### src/sv/assert_macros.svh
// ============================================================================
// Assertion macros
// Shared concurrent assertion wrappers; they compile to nothing under synthesis.
// ============================================================================
`ifndef ASSERT_MACROS_SVH
`define ASSERT_MACROS_SVH

`ifndef SYNTHESIS

// The property must hold at every rising clock edge outside reset.
`define QLM_ASSERT(name, clk, rst_n, prop, msg) \
  name: assert property (@(posedge clk) disable iff (!rst_n) prop) else $error(msg);

// The condition must never be true at a rising clock edge outside reset.
`define QLM_ASSERT_NEVER(name, clk, rst_n, cond, msg) \
  name: assert property (@(posedge clk) disable iff (!rst_n) !(cond)) else $error(msg);

`else

`define QLM_ASSERT(name, clk, rst_n, prop, msg)
`define QLM_ASSERT_NEVER(name, clk, rst_n, cond, msg)

`endif

`endif

### src/sv/qlm_pkg.sv
// ============================================================================
// Queued lock manager package
// Command and status codes and the item type passed from front to back.
// ============================================================================
`default_nettype none

package qlm_pkg;

  localparam int unsigned NODE_W   = 8;
  localparam int unsigned LOCK_W   = 8;
  localparam int unsigned STATUS_W = 3;

  localparam logic CMD_REQUEST = 1'b0;
  localparam logic CMD_RELEASE = 1'b1;

  localparam logic [STATUS_W-1:0] STATUS_GRANTED    = 3'd0;
  localparam logic [STATUS_W-1:0] STATUS_QUEUED     = 3'd1;
  localparam logic [STATUS_W-1:0] STATUS_FULL       = 3'd2;
  localparam logic [STATUS_W-1:0] STATUS_FREED      = 3'd3;
  localparam logic [STATUS_W-1:0] STATUS_HANDED     = 3'd4;
  localparam logic [STATUS_W-1:0] STATUS_BAD_LOCK   = 3'd5;
  localparam logic [STATUS_W-1:0] STATUS_NOT_HOLDER = 3'd6;

  // One classified command as it waits between the front and the back.
  typedef struct packed {
    logic              cmd;
    logic [NODE_W-1:0] node;
    logic [LOCK_W-1:0] lock;
    logic              bad;
  } item_t;

endpackage

`default_nettype wire

### src/sv/qlm_front.sv
// ============================================================================
// Queued lock manager front
// Accepts commands, flags out-of-range lock indices and buffers them in a
// two-entry queue for the back end.
// ============================================================================
`default_nettype none

module qlm_front #(
  parameter int unsigned NUM_LOCKS = 64
) (
  input  wire logic                       clk_i,
  input  wire logic                       rst_ni,
  input  wire logic                       in_valid_i,
  output logic                            in_stall_o,
  input  wire logic                       command_i,
  input  wire logic [qlm_pkg::NODE_W-1:0] requester_node_i,
  input  wire logic [qlm_pkg::LOCK_W-1:0] lock_index_i,
  output logic                            q_valid_o,
  output qlm_pkg::item_t                  q_item_o,
  input  wire logic                       q_pop_i
);

  qlm_pkg::item_t       slot_q [2];
  qlm_pkg::item_t       new_item;
  logic                 wr_ptr_q, rd_ptr_q;
  logic [1:0]           count_q, count_d;
  logic                 push;

  // A lock index at or above the table size is flagged here once.
  always_comb begin
    new_item.cmd  = command_i;
    new_item.node = requester_node_i;
    new_item.lock = lock_index_i;
    new_item.bad  = ({1'b0, lock_index_i} >= (qlm_pkg::LOCK_W + 1)'(NUM_LOCKS));
  end

  assign in_stall_o = (count_q == 2'd2);
  assign push       = in_valid_i && !in_stall_o;
  assign q_valid_o  = (count_q != 2'd0);
  assign q_item_o   = slot_q[rd_ptr_q];

  always_comb begin
    count_d = count_q;
    if (push && !q_pop_i) begin
      count_d = count_q + 2'd1;
    end else if (!push && q_pop_i) begin
      count_d = count_q - 2'd1;
    end
  end

  always_ff @(posedge clk_i or negedge rst_ni) begin
    if (!rst_ni) begin
      wr_ptr_q <= 1'b0;
      rd_ptr_q <= 1'b0;
      count_q  <= 2'd0;
    end else begin
      count_q <= count_d;
      if (push) begin
        wr_ptr_q <= !wr_ptr_q;
      end
      if (q_pop_i) begin
        rd_ptr_q <= !rd_ptr_q;
      end
    end
  end

  always_ff @(posedge clk_i) begin
    if (push) begin
      slot_q[wr_ptr_q] <= new_item;
    end
  end

endmodule

`default_nettype wire

### config.mk
export PLATFORM = sky130hd
export DESIGN_NAME = qlm_front
export DESIGN_NICKNAME = d
export VERILOG_FILES = /design/src/sv/assert_macros.svh /design/src/sv/qlm_pkg.sv /design/src/sv/qlm_front.sv
export SDC_FILE = /design/constraint.sdc
export NUM_CORES = 1
export LEC_CHECK = 0
export BUFFER_PORTS_ARGS = -buffer_cell sky130_fd_sc_hd__buf_2
export CORE_ASPECT_RATIO = 1.1
export CORE_MARGIN = 5
export CORE_UTILIZATION = 39
export CTS_CLUSTER_SIZE = 30
export DETAILED_ROUTE_END_ITERATION = 7
export PLACE_DENSITY = 0.66
export SYNTH_ARGS = -nofsm -noshare
export SYNTH_HDL_FRONTEND = slang
export SYNTH_SLANG_ARGS = --single-unit
### constraint.sdc
create_clock -name clk_i -period 1.8 [get_ports clk_i]
set_clock_uncertainty 0.15 [all_clocks]
set_input_delay 0.36 -clock clk_i [delete_from_list [all_inputs] [get_ports clk_i]]
set_output_delay 0.36 -clock clk_i [all_outputs]
set_load 0.005 [all_outputs]
==> Yosys cells after proc, flatten, opt, wreduce, memory -nomap -nowiden <==
Memories as Yosys holds them, arrays and structs flattened.
Cells that the tools add are included.
{ "totals": {"regBits": 4, "mem_bits_rw": 36, "output_inout_bits": 20, "wordCells": 22, "memories": 1} }
{ "op_classes": {"addsub": 2, "n_lt_le_gt_ge": 1, "eq_ne": 1, "n_mux": 4, "n_reduce_logical": 10} }
{ "memory_table": {"columns": ["memory", "words", "width", "read_ports", "rd_ports_with_merged_regs", "wr", "line", "rtl"], "rows": [
  ["slot_q", 2, 18, 1, 0, 1, "qlm_front.sv:23", "qlm_pkg::item_t slot_q [2];"]
]} }
{ "op_table": {"columns": ["cell", "count"], "rows": [
  ["greater-or-equal comparator 8 x 7 -> 1 bit (second input constant)", 1],
  ["logical NOT 1 bit", 5],
  ["2-to-1 mux 2 bit", 2],
  ["nonzero test 2 bit", 2],
  ["logical AND 1 bit", 3],
  ["adder 2 x 1 -> 2 bit (second input constant)", 1],
  ["equality test 2 bit (second input constant)", 1],
  ["2-to-1 mux 1 bit", 2],
  ["subtractor 2 x 1 -> 2 bit (second input constant)", 1]
]} }

==> Depth between registers and ports, before layout <==
Gate-level depths: netlist of run 1.
{ "depth": {"ltp_word": 7, "mapped_depth": 7} }

==> Worst setup path before layout of run 1 <==
OpenSTA, ideal clock, no wires.
{ "synth_timing": {"path_type": "register -> register", "startpoint": "reg count_q[0]", "endpoint": "mem slot_q[0][0] (netlist bit) (enable)", "setup_time_ns": 0.392, "t_arrival_ns": 1.400, "required_ns": 1.258, "path_slack_ns": -0.142, "stages_incl_launch_ff": 4, "path_buffers": 0, "synth_period_minus_slack_ns": 1.942, "path_cell_list": "dfrtp_1 nand2b_1 nand2_1 nor2_1"} }
{ "synth_via": {"elab_chain_cells": 5} }
{ "synth_lines": {"columns": ["element", "line", "rtl"], "rows": [
  ["start: declaration", "qlm_front.sv:26", "logic [1:0] count_q, count_d;"],
  ["start signal: assignment", "qlm_front.sv:57", "count_q <= count_d;"],
  ["equality test 2 bit", "qlm_front.sv:37", "assign in_stall_o = (count_q == 2'd2);"],
  ["logical NOT 1 bit", "qlm_front.sv:38", "assign push = in_valid_i && !in_stall_o;"],
  ["logical AND 1 bit", "qlm_front.sv:38", null],
  ["2-to-1 mux 1 bit", "qlm_front.sv:68", "if (push) begin"],
  ["2-to-1 mux 1 bit (not written as such)", "qlm_front.sv:69", "slot_q[wr_ptr_q] <= new_item;"],
  ["end: declaration", "qlm_front.sv:23", null]
]} }
Every way passes these cells.

==> results of run 1 <==
## final cells by class
type	instances	share of cell area
tap	52	0.0323
sequential	40	0.588
multi-input combinational	31	0.165
clock buffer	6	0.0361
timing repair buffer	47	0.170
inverter	3	0.00560
clock inverter	2	0.00373
## what timing repair did
item,CTS,global route
gates cloned,0,1
hold buffers,1,0
setup buffers,1,0
gates resized for setup,9,1
pin swaps,0,0
endpoints found under the setup margin,18,18
hold endpoints to repair,4,0
## worst paths after layout
| kind | to | cells past startpoint | slack (ps) |
|---|---|---|---|
| max | q_item_o[0] | 3 | -50 |
| min | slot_q[0][3] | 1 | 110 |
| max reg2reg | count_q[1] | 7 | 150 |
| min reg2reg | count_q[1] | 1 | 360 |
| max in group asynchronous | rd_ptr_q | 2 | 1100 |
| min in group asynchronous | wr_ptr_q | 2 | 260 |
## synthesized netlist by cell type
library cell	number
xor2_1	3
edfxtp_1	36
mux2_4	9
ha_1	1
xnor2_1	2
inv_1	3
dfrtp_1	4
nor2_1	2
or2_2	2
nand2_1	1
buf_6	1
buf_12	1
mux2_2	9
and3_1	1
nand2b_1	1
## state kept, by name, summed over array words and instances, names as in the netlist
signal / count
rd_ptr_q: 1
count_q: 2
wr_ptr_q: 1
slot_q: 36
## worst max-delay path: cells and delay by family (launching register included)
kind / cells / cell delay [ps]
mux: 1 / 300
flops: 1 / 460
buf+inv: 2 / 310
## report_power, final
part	leakage [nW]	switching, mW	internal, mW
Sequential	0.379	0.102	1.28
Clock	0.0403	0.271	0.264
Combinational	0.398	0.443	0.693
Total	0.817	0.816	2.24
## stage by stage
step / hold WS, ps / util / setup TNS [ps] / instances / total power, mW
final: 115 / 0.515 / -572 / 181 / 3.05
after global routing: 103 / 0.515 / -1480 / 181 / 3.23
after CTS: 105 / 0.509 / -648 / 180 / 3.04
after detailed placement: 27.0 / 0.469 / 0 / 170 / 2.36
after global placement: 18.2 / 0.469 / 0 / 170 / 2.32
after floorplan: -85.6 / - / 0 / 76 / 2.01
## cells in the final DEF, fill, tap and decap left out, drive strengths merged, types with 3 or more instances in the layout
cell / n
inv: 3
clkbuf: 7
xor2: 3
edfxtp: 36
buf: 45
mux2: 18
dfrtp: 4
## metal layers
metal	vias to the layer above	global-route usage
li1	383	-
met1	400	0.106
met2	20	0.181
met3	2	0.0343
met4	0	0.0517
met5	-	0
## cells by family after synthesis
family        count (synthesis)  share of synthesized area
xor+xnor                      5                     0.0282
simple gates                  7                     0.0234
mux                          18                      0.152
fa+ha+maj                     1                    0.00806
buf+inv                       5                     0.0274
flops                        40                      0.761
==> results.md, run 1 <==
* Final HPWL DP at 1840 um
* Crit. End Element: output pin
* Final WL at roughly 2600 um
* Number of global-route vias before repair at 888
* TritonCTS clock tree: built
* Core area at slightly below 4000 sq um
* Clock tree buffer depth at 2
* Worst setup path class: reg2out
* Cell Area, Synth at approximately 1600 sq um
* CP peak stage delay at 460 ps
* Die ar. at around 5300 sq um
* Critical path's slowest cell: dfrtp_2
* Final #Nets at 150
* CTS sink cnt at 40
* Antenna violations before repair at 0
* Share of layout cells above drive strength 1 at 0.566
* Crit Reg-Reg Startpoint: count_q[0]
* Part of the cycle the worst path needs at 1.03
* Dpl ws at between 150 and 200 ps
* Synth area leaders: edfxtp_1, mux2_4, mux2_2, dfrtp_1, xor2_1
* Synthesized instance count at 76
* WP data required at ~1300 ps
* Top layer in use: met4
* Area share of the largest cell type after synthesis at 0.696
* Register area share after synthesis at 0.761
* PortBufs at 40
* Pre-Repair DR Iteration Count at 4
* Worst slew pin tran at ~240 ps
* Reg area at between 1000 and 1500 sq um
* Fillers at 341
* Yosys warns at 0
* Ant. Diodes at 0
* Routed vias/inst at about 4.4
* Post-DRT Antenna Nets at 0
* WL met3 at about 150 um
* Syn Nets at about 100
* Largest net degree at the start of global routing at 19
* Final setup viols at 18
* Max cap viols at 0
* Initial DRC Count at 34
* Routed metal-1 wirelength at between 900 and 1000 um
* DRC violations left at 0
* Global-route wire length before repair at between 4000 and 5000 um
* Fin. Hold Viols at 0
* Worst-Skew Late Latency at between 200 and 300 ps
* Cell area power density at ~1500 nW/um^2
* Total gr overflow at 0
* Detailed-route via count at just over 800
* Synth area leader: edfxtp_1
* Max_slew headroom at 0.837
* Fin. max-slew vios at 0
* Die width at around 70 um
* WP data arrival at 1340 ps
* Clock root buffer: clkbuf_8
* Initial Util at 0.398
* Ordered list of cells on the worst path: clkbuf_16 > mux2_4 > buf_6
* Yosys cell types at 15
* Status: finished, violations left
* FF+latch count, synth at 40
* Area Growth Syn to Fin at 29.6%
* Hold Crit Start: lock_index_i[2]
* GRT Total Usage at 0.102
* RSZ-0062 raised after global routing: true
* PnR worst setup slack at -52.8 ps
* Row cnt at 24
* Nature of the critical path startpoint: register
* Crit path max fanout at 9
* Critical path origin: rd_ptr_q
* Failing checks: setup timing
* Final Instance Area at between 2000 and 2500 sq um
* Placed Area at roughly 1800 sq um
* CTS Buf Count at 5
* Worst Hold Class: in2reg
* Area of the multi-input gates at 332 sq um
* H-Tree Depth at 2
* Average wire per standard cell at approximately 14 um
* Die Y at approximately 76 um
* IO Count at just over 40
* Final Wtd Congestion at 0.621
* Lkg Pwr at about 0.82 nW
* Fmax at approximately 0.54 GHz
* Worst vdd ir at ~830 uV
* Clock slew seen by the registers of the worst setup and hold paths at roughly 70 ps
* Mean Syn Cell Area at between 20 and 25 sq um
* Final worst path period need at between 1500 and 2000 ps
* Met2 WL at about 1400 um
Power figures use the tool's default switching activity.
==> inputs of run 2 (changes only) <==
CTS_BUF_LIST = sky130_fd_sc_hd__clkbuf_4 sky130_fd_sc_hd__clkbuf_8   (was default)
==> results.md, run 2 (same netlist as run 1, synthesis figures left out) <==
* WP data arrival at roughly 1300 ps
* Fin. Hold Viols at 0
* GRT Total Usage at 0.102
* Pre-Repair DR Iteration Count at 4
* Total gr overflow at 0
* Row cnt at 24
* Clock root buffer: clkbuf_8
* Final Instance Area at ~2000 sq um
* Worst-Skew Late Latency at 280 ps
* Hold endpoint: slot_q[0][3]
* Initial Util at 0.398
* Clock slew seen by the registers of the worst setup and hold paths at approximately 70 ps
* Final #Nets at 150
* Worst Hold Path Cells at 1
* Fmax at about 0.54 GHz
* Lkg Pwr at 0.820 nW
* Largest net degree at the start of global routing at 19
* Area Growth Syn to Fin at 29.8%
* FF-to-FF setup slack at ~150 ps
* Final WL at about 2600 um
* Number of global-route vias before repair at between 800 and 900
* Largest reg by FF count: slot_q
* Crit Reg-Reg Startpoint: count_q[0]
* Placed Area at about 1800 sq um
* Setup TNS at -492 ps
* Worst setup path class: reg2out
* Final HPWL DP at about 1800 um
* Cell Count Post-Placement at 170
* Worst Reg-to-Reg Cells at 7
* Dpl ws at ~150 ps
* Crit. End Element: output pin
* Worst slew pin tran at 247 ps
* Antenna violations before repair at 0
* Max cap viols at 0
* Die ar. at about 5300 sq um
* Part of the cycle the worst path needs at 1.03
* Share of layout cells above drive strength 1 at 0.574
* PortBufs at 40
* Hold Crit Start: lock_index_i[2]
* Final Wtd Congestion at between 0.6 and 0.7
* Failing checks: setup timing
* CTS sink cnt at 40
* Fillers at around 340
* Worst vdd ir at around 840 uV
* Detailed-route via count at 800
* Max FFs per register at 36
* Reg area at 1180 sq um
* Final setup viols at 18
* Cell area power density at 1520 nW/um^2
* Initial DRC Count at 22
* Reg-to-Reg End: count_q[1]
* DRC violations left at 0
* Top flop regs: slot_q: 36 flops, count_q: 2 flops
* Fin. max-slew vios at 0
* Max_slew headroom at 0.836
* Average wire per standard cell at between 10 and 15 um
* Final worst path period need at 1850 ps
* Worst Hold Class: in2reg
* Most common cell after layout, fill and taps aside: edfxtp_1
* Hold_ws at about 110 ps
* Clock tree buffer depth at 2
* Post-DRT Antenna Nets at 0
* Die width at ~70 um
* Status: finished, violations left
* PnR worst setup slack at -48.8 ps
* Most frequent cells in the layout: edfxtp_1, buf_2, mux2_4, mux2_2, buf_6
* IO Count at a little over 40
* Global-route wire length before repair at approximately 4200 um
* Nature of the critical path startpoint: register
* RSZ-0062 raised after global routing: true
* Ant. Diodes at 0
* Routed vias/inst at between 4 and 5
* TritonCTS clock tree: built
* Area of the multi-input gates at about 330 sq um
* Crit path max fanout at 9
* WP data required at around 1300 ps
* Layout Cells excl Fill at about 180
* Core area at 3900 sq um
* H-Tree Depth at 2
* CTS Buf Count at 5
* Die Y at 76.2 um
-- run 2: worst max-delay path, cell delays in order (launching register included) --
cell,delay (ps)
dfrtp_2,450
clkbuf_16,190
mux2_4,300
buf_6,110
-- run 2: layer usage --
layer	vias to the layer above	wire (um)	global-route usage
met2	22	1440	0.181
met4	0	37	0.0517
met1	389	970	0.106
li1	385	-	-
met3	4	153	0.0343
met5	-	0	0
-- run 2: how the worst max path moves through the flow --
stage | to | start | depth (start not counted) | slack [ps]
floorplan | slot_q[0][0] | count_q[0] | 3 | 140
global placement | q_item_o[10] | rd_ptr_q | 3 | 240
detailed placement | count_q[1] | count_q[0] | 7 | 150
CTS | q_item_o[10] | rd_ptr_q | 3 | -70
global route | q_item_o[16] | rd_ptr_q | 3 | -100
finish | q_item_o[0] | rd_ptr_q | 3 | -50
-- run 2: where the power goes --
group / total (mW) / switching, mW / internal (mW)
combinational: 1.13 / 0.440 / 0.693
sequential: 1.38 / 0.103 / 1.28
clock: 0.553 / 0.274 / 0.279
total: 3.07 / 0.817 / 2.25
-- run 2: per-stage QoR --
step / power [mW] / util
final: 3.07 / 0.516
after global placement: 2.32 / 0.469
after floorplan: 2.01 / -
after global routing: 3.24 / 0.516
after detailed placement: 2.36 / 0.469
after CTS: 3.05 / 0.510
-- run 2: area by class of cell --
cell class | instances | area share
Clock buffer | 6 | 0.0379
Tap cell | 52 | 0.0323
Multi-Input combinational cell | 31 | 0.164
Clock inverter | 2 | 0.00372
Timing Repair Buffer | 47 | 0.169
Sequential cell | 40 | 0.587
Inverter | 3 | 0.00559
-- run 2: what timing repair did --
action	in CTS	in global routing
endpoints found under the setup margin	18	18
hold buffers	1	0
resized for setup	9	1
setup buffers	1	0
gates cloned	0	1
hold endpoints to repair	4	0
==> inputs of run 3 (changes only) <==
BUFFER_PORTS_ARGS = default   (was -buffer_cell sky130_fd_sc_hd__buf_2)
DONT_BUFFER_PORTS = 1   (was default)
PLACE_DENSITY = 0.57   (was 0.66)
==> results.md, run 3 (same netlist as run 1, synthesis figures left out) <==
* Crit. End Element: output pin
* Largest net degree at the start of global routing at 19
* PortBufs at 0
* Cell area power density at around 1500 nW/um^2
* Final worst path period need at approximately 1800 ps
* Reg-to-Reg End: count_q[1]
* Worst Hold Class: in2reg
* Final WL at 2470 um
* Initial Util at 0.398
* Post-DRT Antenna Nets at 0
* Part of the cycle the worst path needs at 0.973
* FF-to-FF setup slack at about 130 ps
* Fillers at roughly 350
* Worst-Skew Late Latency at roughly 280 ps
* Hold endpoint: slot_q[0][8]
* Most frequent cells in the layout: edfxtp_1, dlygate4sd3_1, mux2_4, mux2_2, clkbuf_8
* Dpl ws at 156 ps
* Area of the multi-input gates at between 300 and 400 sq um
* Clock slew seen by the registers of the worst setup and hold paths at ~70 ps
* Detailed-route via count at around 700
* Clock root buffer: clkbuf_8
* Crit Reg-Reg Startpoint: count_q[0]
* Share of layout cells above drive strength 1 at 0.320
* Final #Nets at about 120
* WP data arrival at approximately 1200 ps
* Fin. max-slew vios at 0
* Post-CTS setup buffer count at 0
* Nature of the critical path startpoint: register
* Clock tree buffer depth at 2
* H-Tree Depth at 2
* Routed vias/inst at around 4.6
* Area Growth Syn to Fin at 23.7%
* Final setup viols at 0
* Number of global-route vias before repair at around 770
* Worst Hold Path Cells at 0
* Fmax at approximately 0.57 GHz
* Core area at 3900 sq um
* Worst vdd ir at 629 uV
* Largest reg by FF count: slot_q
* Critical path origin: rd_ptr_q
* Fin. Hold Viols at 0
* Worst setup path class: reg2out
* IO Count at between 40 and 50
* Power, Total at around 2.8 mW
* Placed Area at roughly 1600 sq um
* RSZ-0062 raised after global routing: false
* Lkg Pwr at approximately 0.7 nW
* Die width at between 70 and 80 um
* CTS Buf Count at 5
* WP data required at 1290 ps
* Pre-Repair DR Iteration Count at 4
* Die ar. at 5340 sq um
* DRC violations left at 0
* CTS sink cnt at 40
* Hold Crit Start: lock_index_i[7]
* Row cnt at 24
* Max_slew headroom at 0.834
* Ant. Diodes at 0
* Reg area at 1180 sq um
* GRT Total Usage at 0.0987
* Setup TNS at 0 ps
* Global-route wire length before repair at ~3900 um
* Total gr overflow at 0
* Worst slew pin tran at about 250 ps
* PnR worst setup slack at slightly below 50 ps
* Antenna violations before repair at 0
* Initial DRC Count at 49
* Die Y at around 76 um
* Crit path max fanout at 9
* Max cap viols at 0
* Final Wtd Congestion at 0.605
* Top flop regs: slot_q: 36 flops, count_q: 2 flops
* Average wire per standard cell at about 16 um
* Hold_ws at roughly 24 ps
* Final HPWL DP at 1610 um
* Final Instance Area at 1920 sq um
* Status: complete, no violations
* Most common cell after layout, fill and taps aside: edfxtp_1
* Worst Reg-to-Reg Cells at 6
* Max FFs per register at 36
* TritonCTS clock tree: built
run 3: cell types whose count changed in the layout (fill, tap and decap cells not counted), sizes merged:
| cell | delta |
|---|---|
| clkinv | -1 |
| clkinvlp | +1 |
| buf | -42 |
| dlygate4sd3 | +16 |
run 3: metal layers:
| layer | vias to the layer above | track usage | wire [um] |
|---|---|---|---|
| met5 | - | 0 | 0 |
| met2 | 23 | 0.181 | 1390 |
| met1 | 357 | 0.0812 | 870 |
| met3 | 5 | 0.0554 | 164 |
| met4 | 0 | 0.0517 | 49 |
| li1 | 335 | - | - |
run 3: worst max-delay path, stage by stage (launching register included):
cell,delay [ps]
dfrtp_2,460
clkbuf_16,190
mux2_4,310
run 3: final cells by class:
type	count	area share
well taps	52	0.0339
clock inverters	2	0.00586
flip-flops and latches	40	0.616
clock buffers	6	0.0397
inverters	3	0.00586
repair buffers	21	0.126
multi-input cells	31	0.173
run 3: worst max-delay path by stage:
stage                         to  slack [ps]
floorplan           slot_q[0][0]         140
global placement      count_q[1]         270
detailed placement    count_q[1]         160
CTS                  q_item_o[2]           6
global route          count_q[1]           6
finish               q_item_o[0]          50
run 3: per-stage QoR:
| step | utilization | cells |
|---|---|---|
| 2_1_floorplan | - | 76 |
| 3_3_place_gp | 0.419 | 129 |
| 3_5_place_dp | 0.419 | 129 |
| 4_1_cts | 0.447 | 139 |
| 5_1_grt | 0.492 | 155 |
| 6_report | 0.492 | 155 |
run 3: power breakdown:
part | total, mW | switching (mW) | internal, mW
registers | 1.38 | 0.0993 | 1.28
clock network | 0.559 | 0.276 | 0.283
logic | 0.861 | 0.385 | 0.476
total | 2.80 | 0.761 | 2.04
run 3: repair_timing:
item	CTS	global route
resized for setup	0	1
setup endpoints to repair	0	3
endpoints found under the hold margin	5	30
hold buffers	2	15
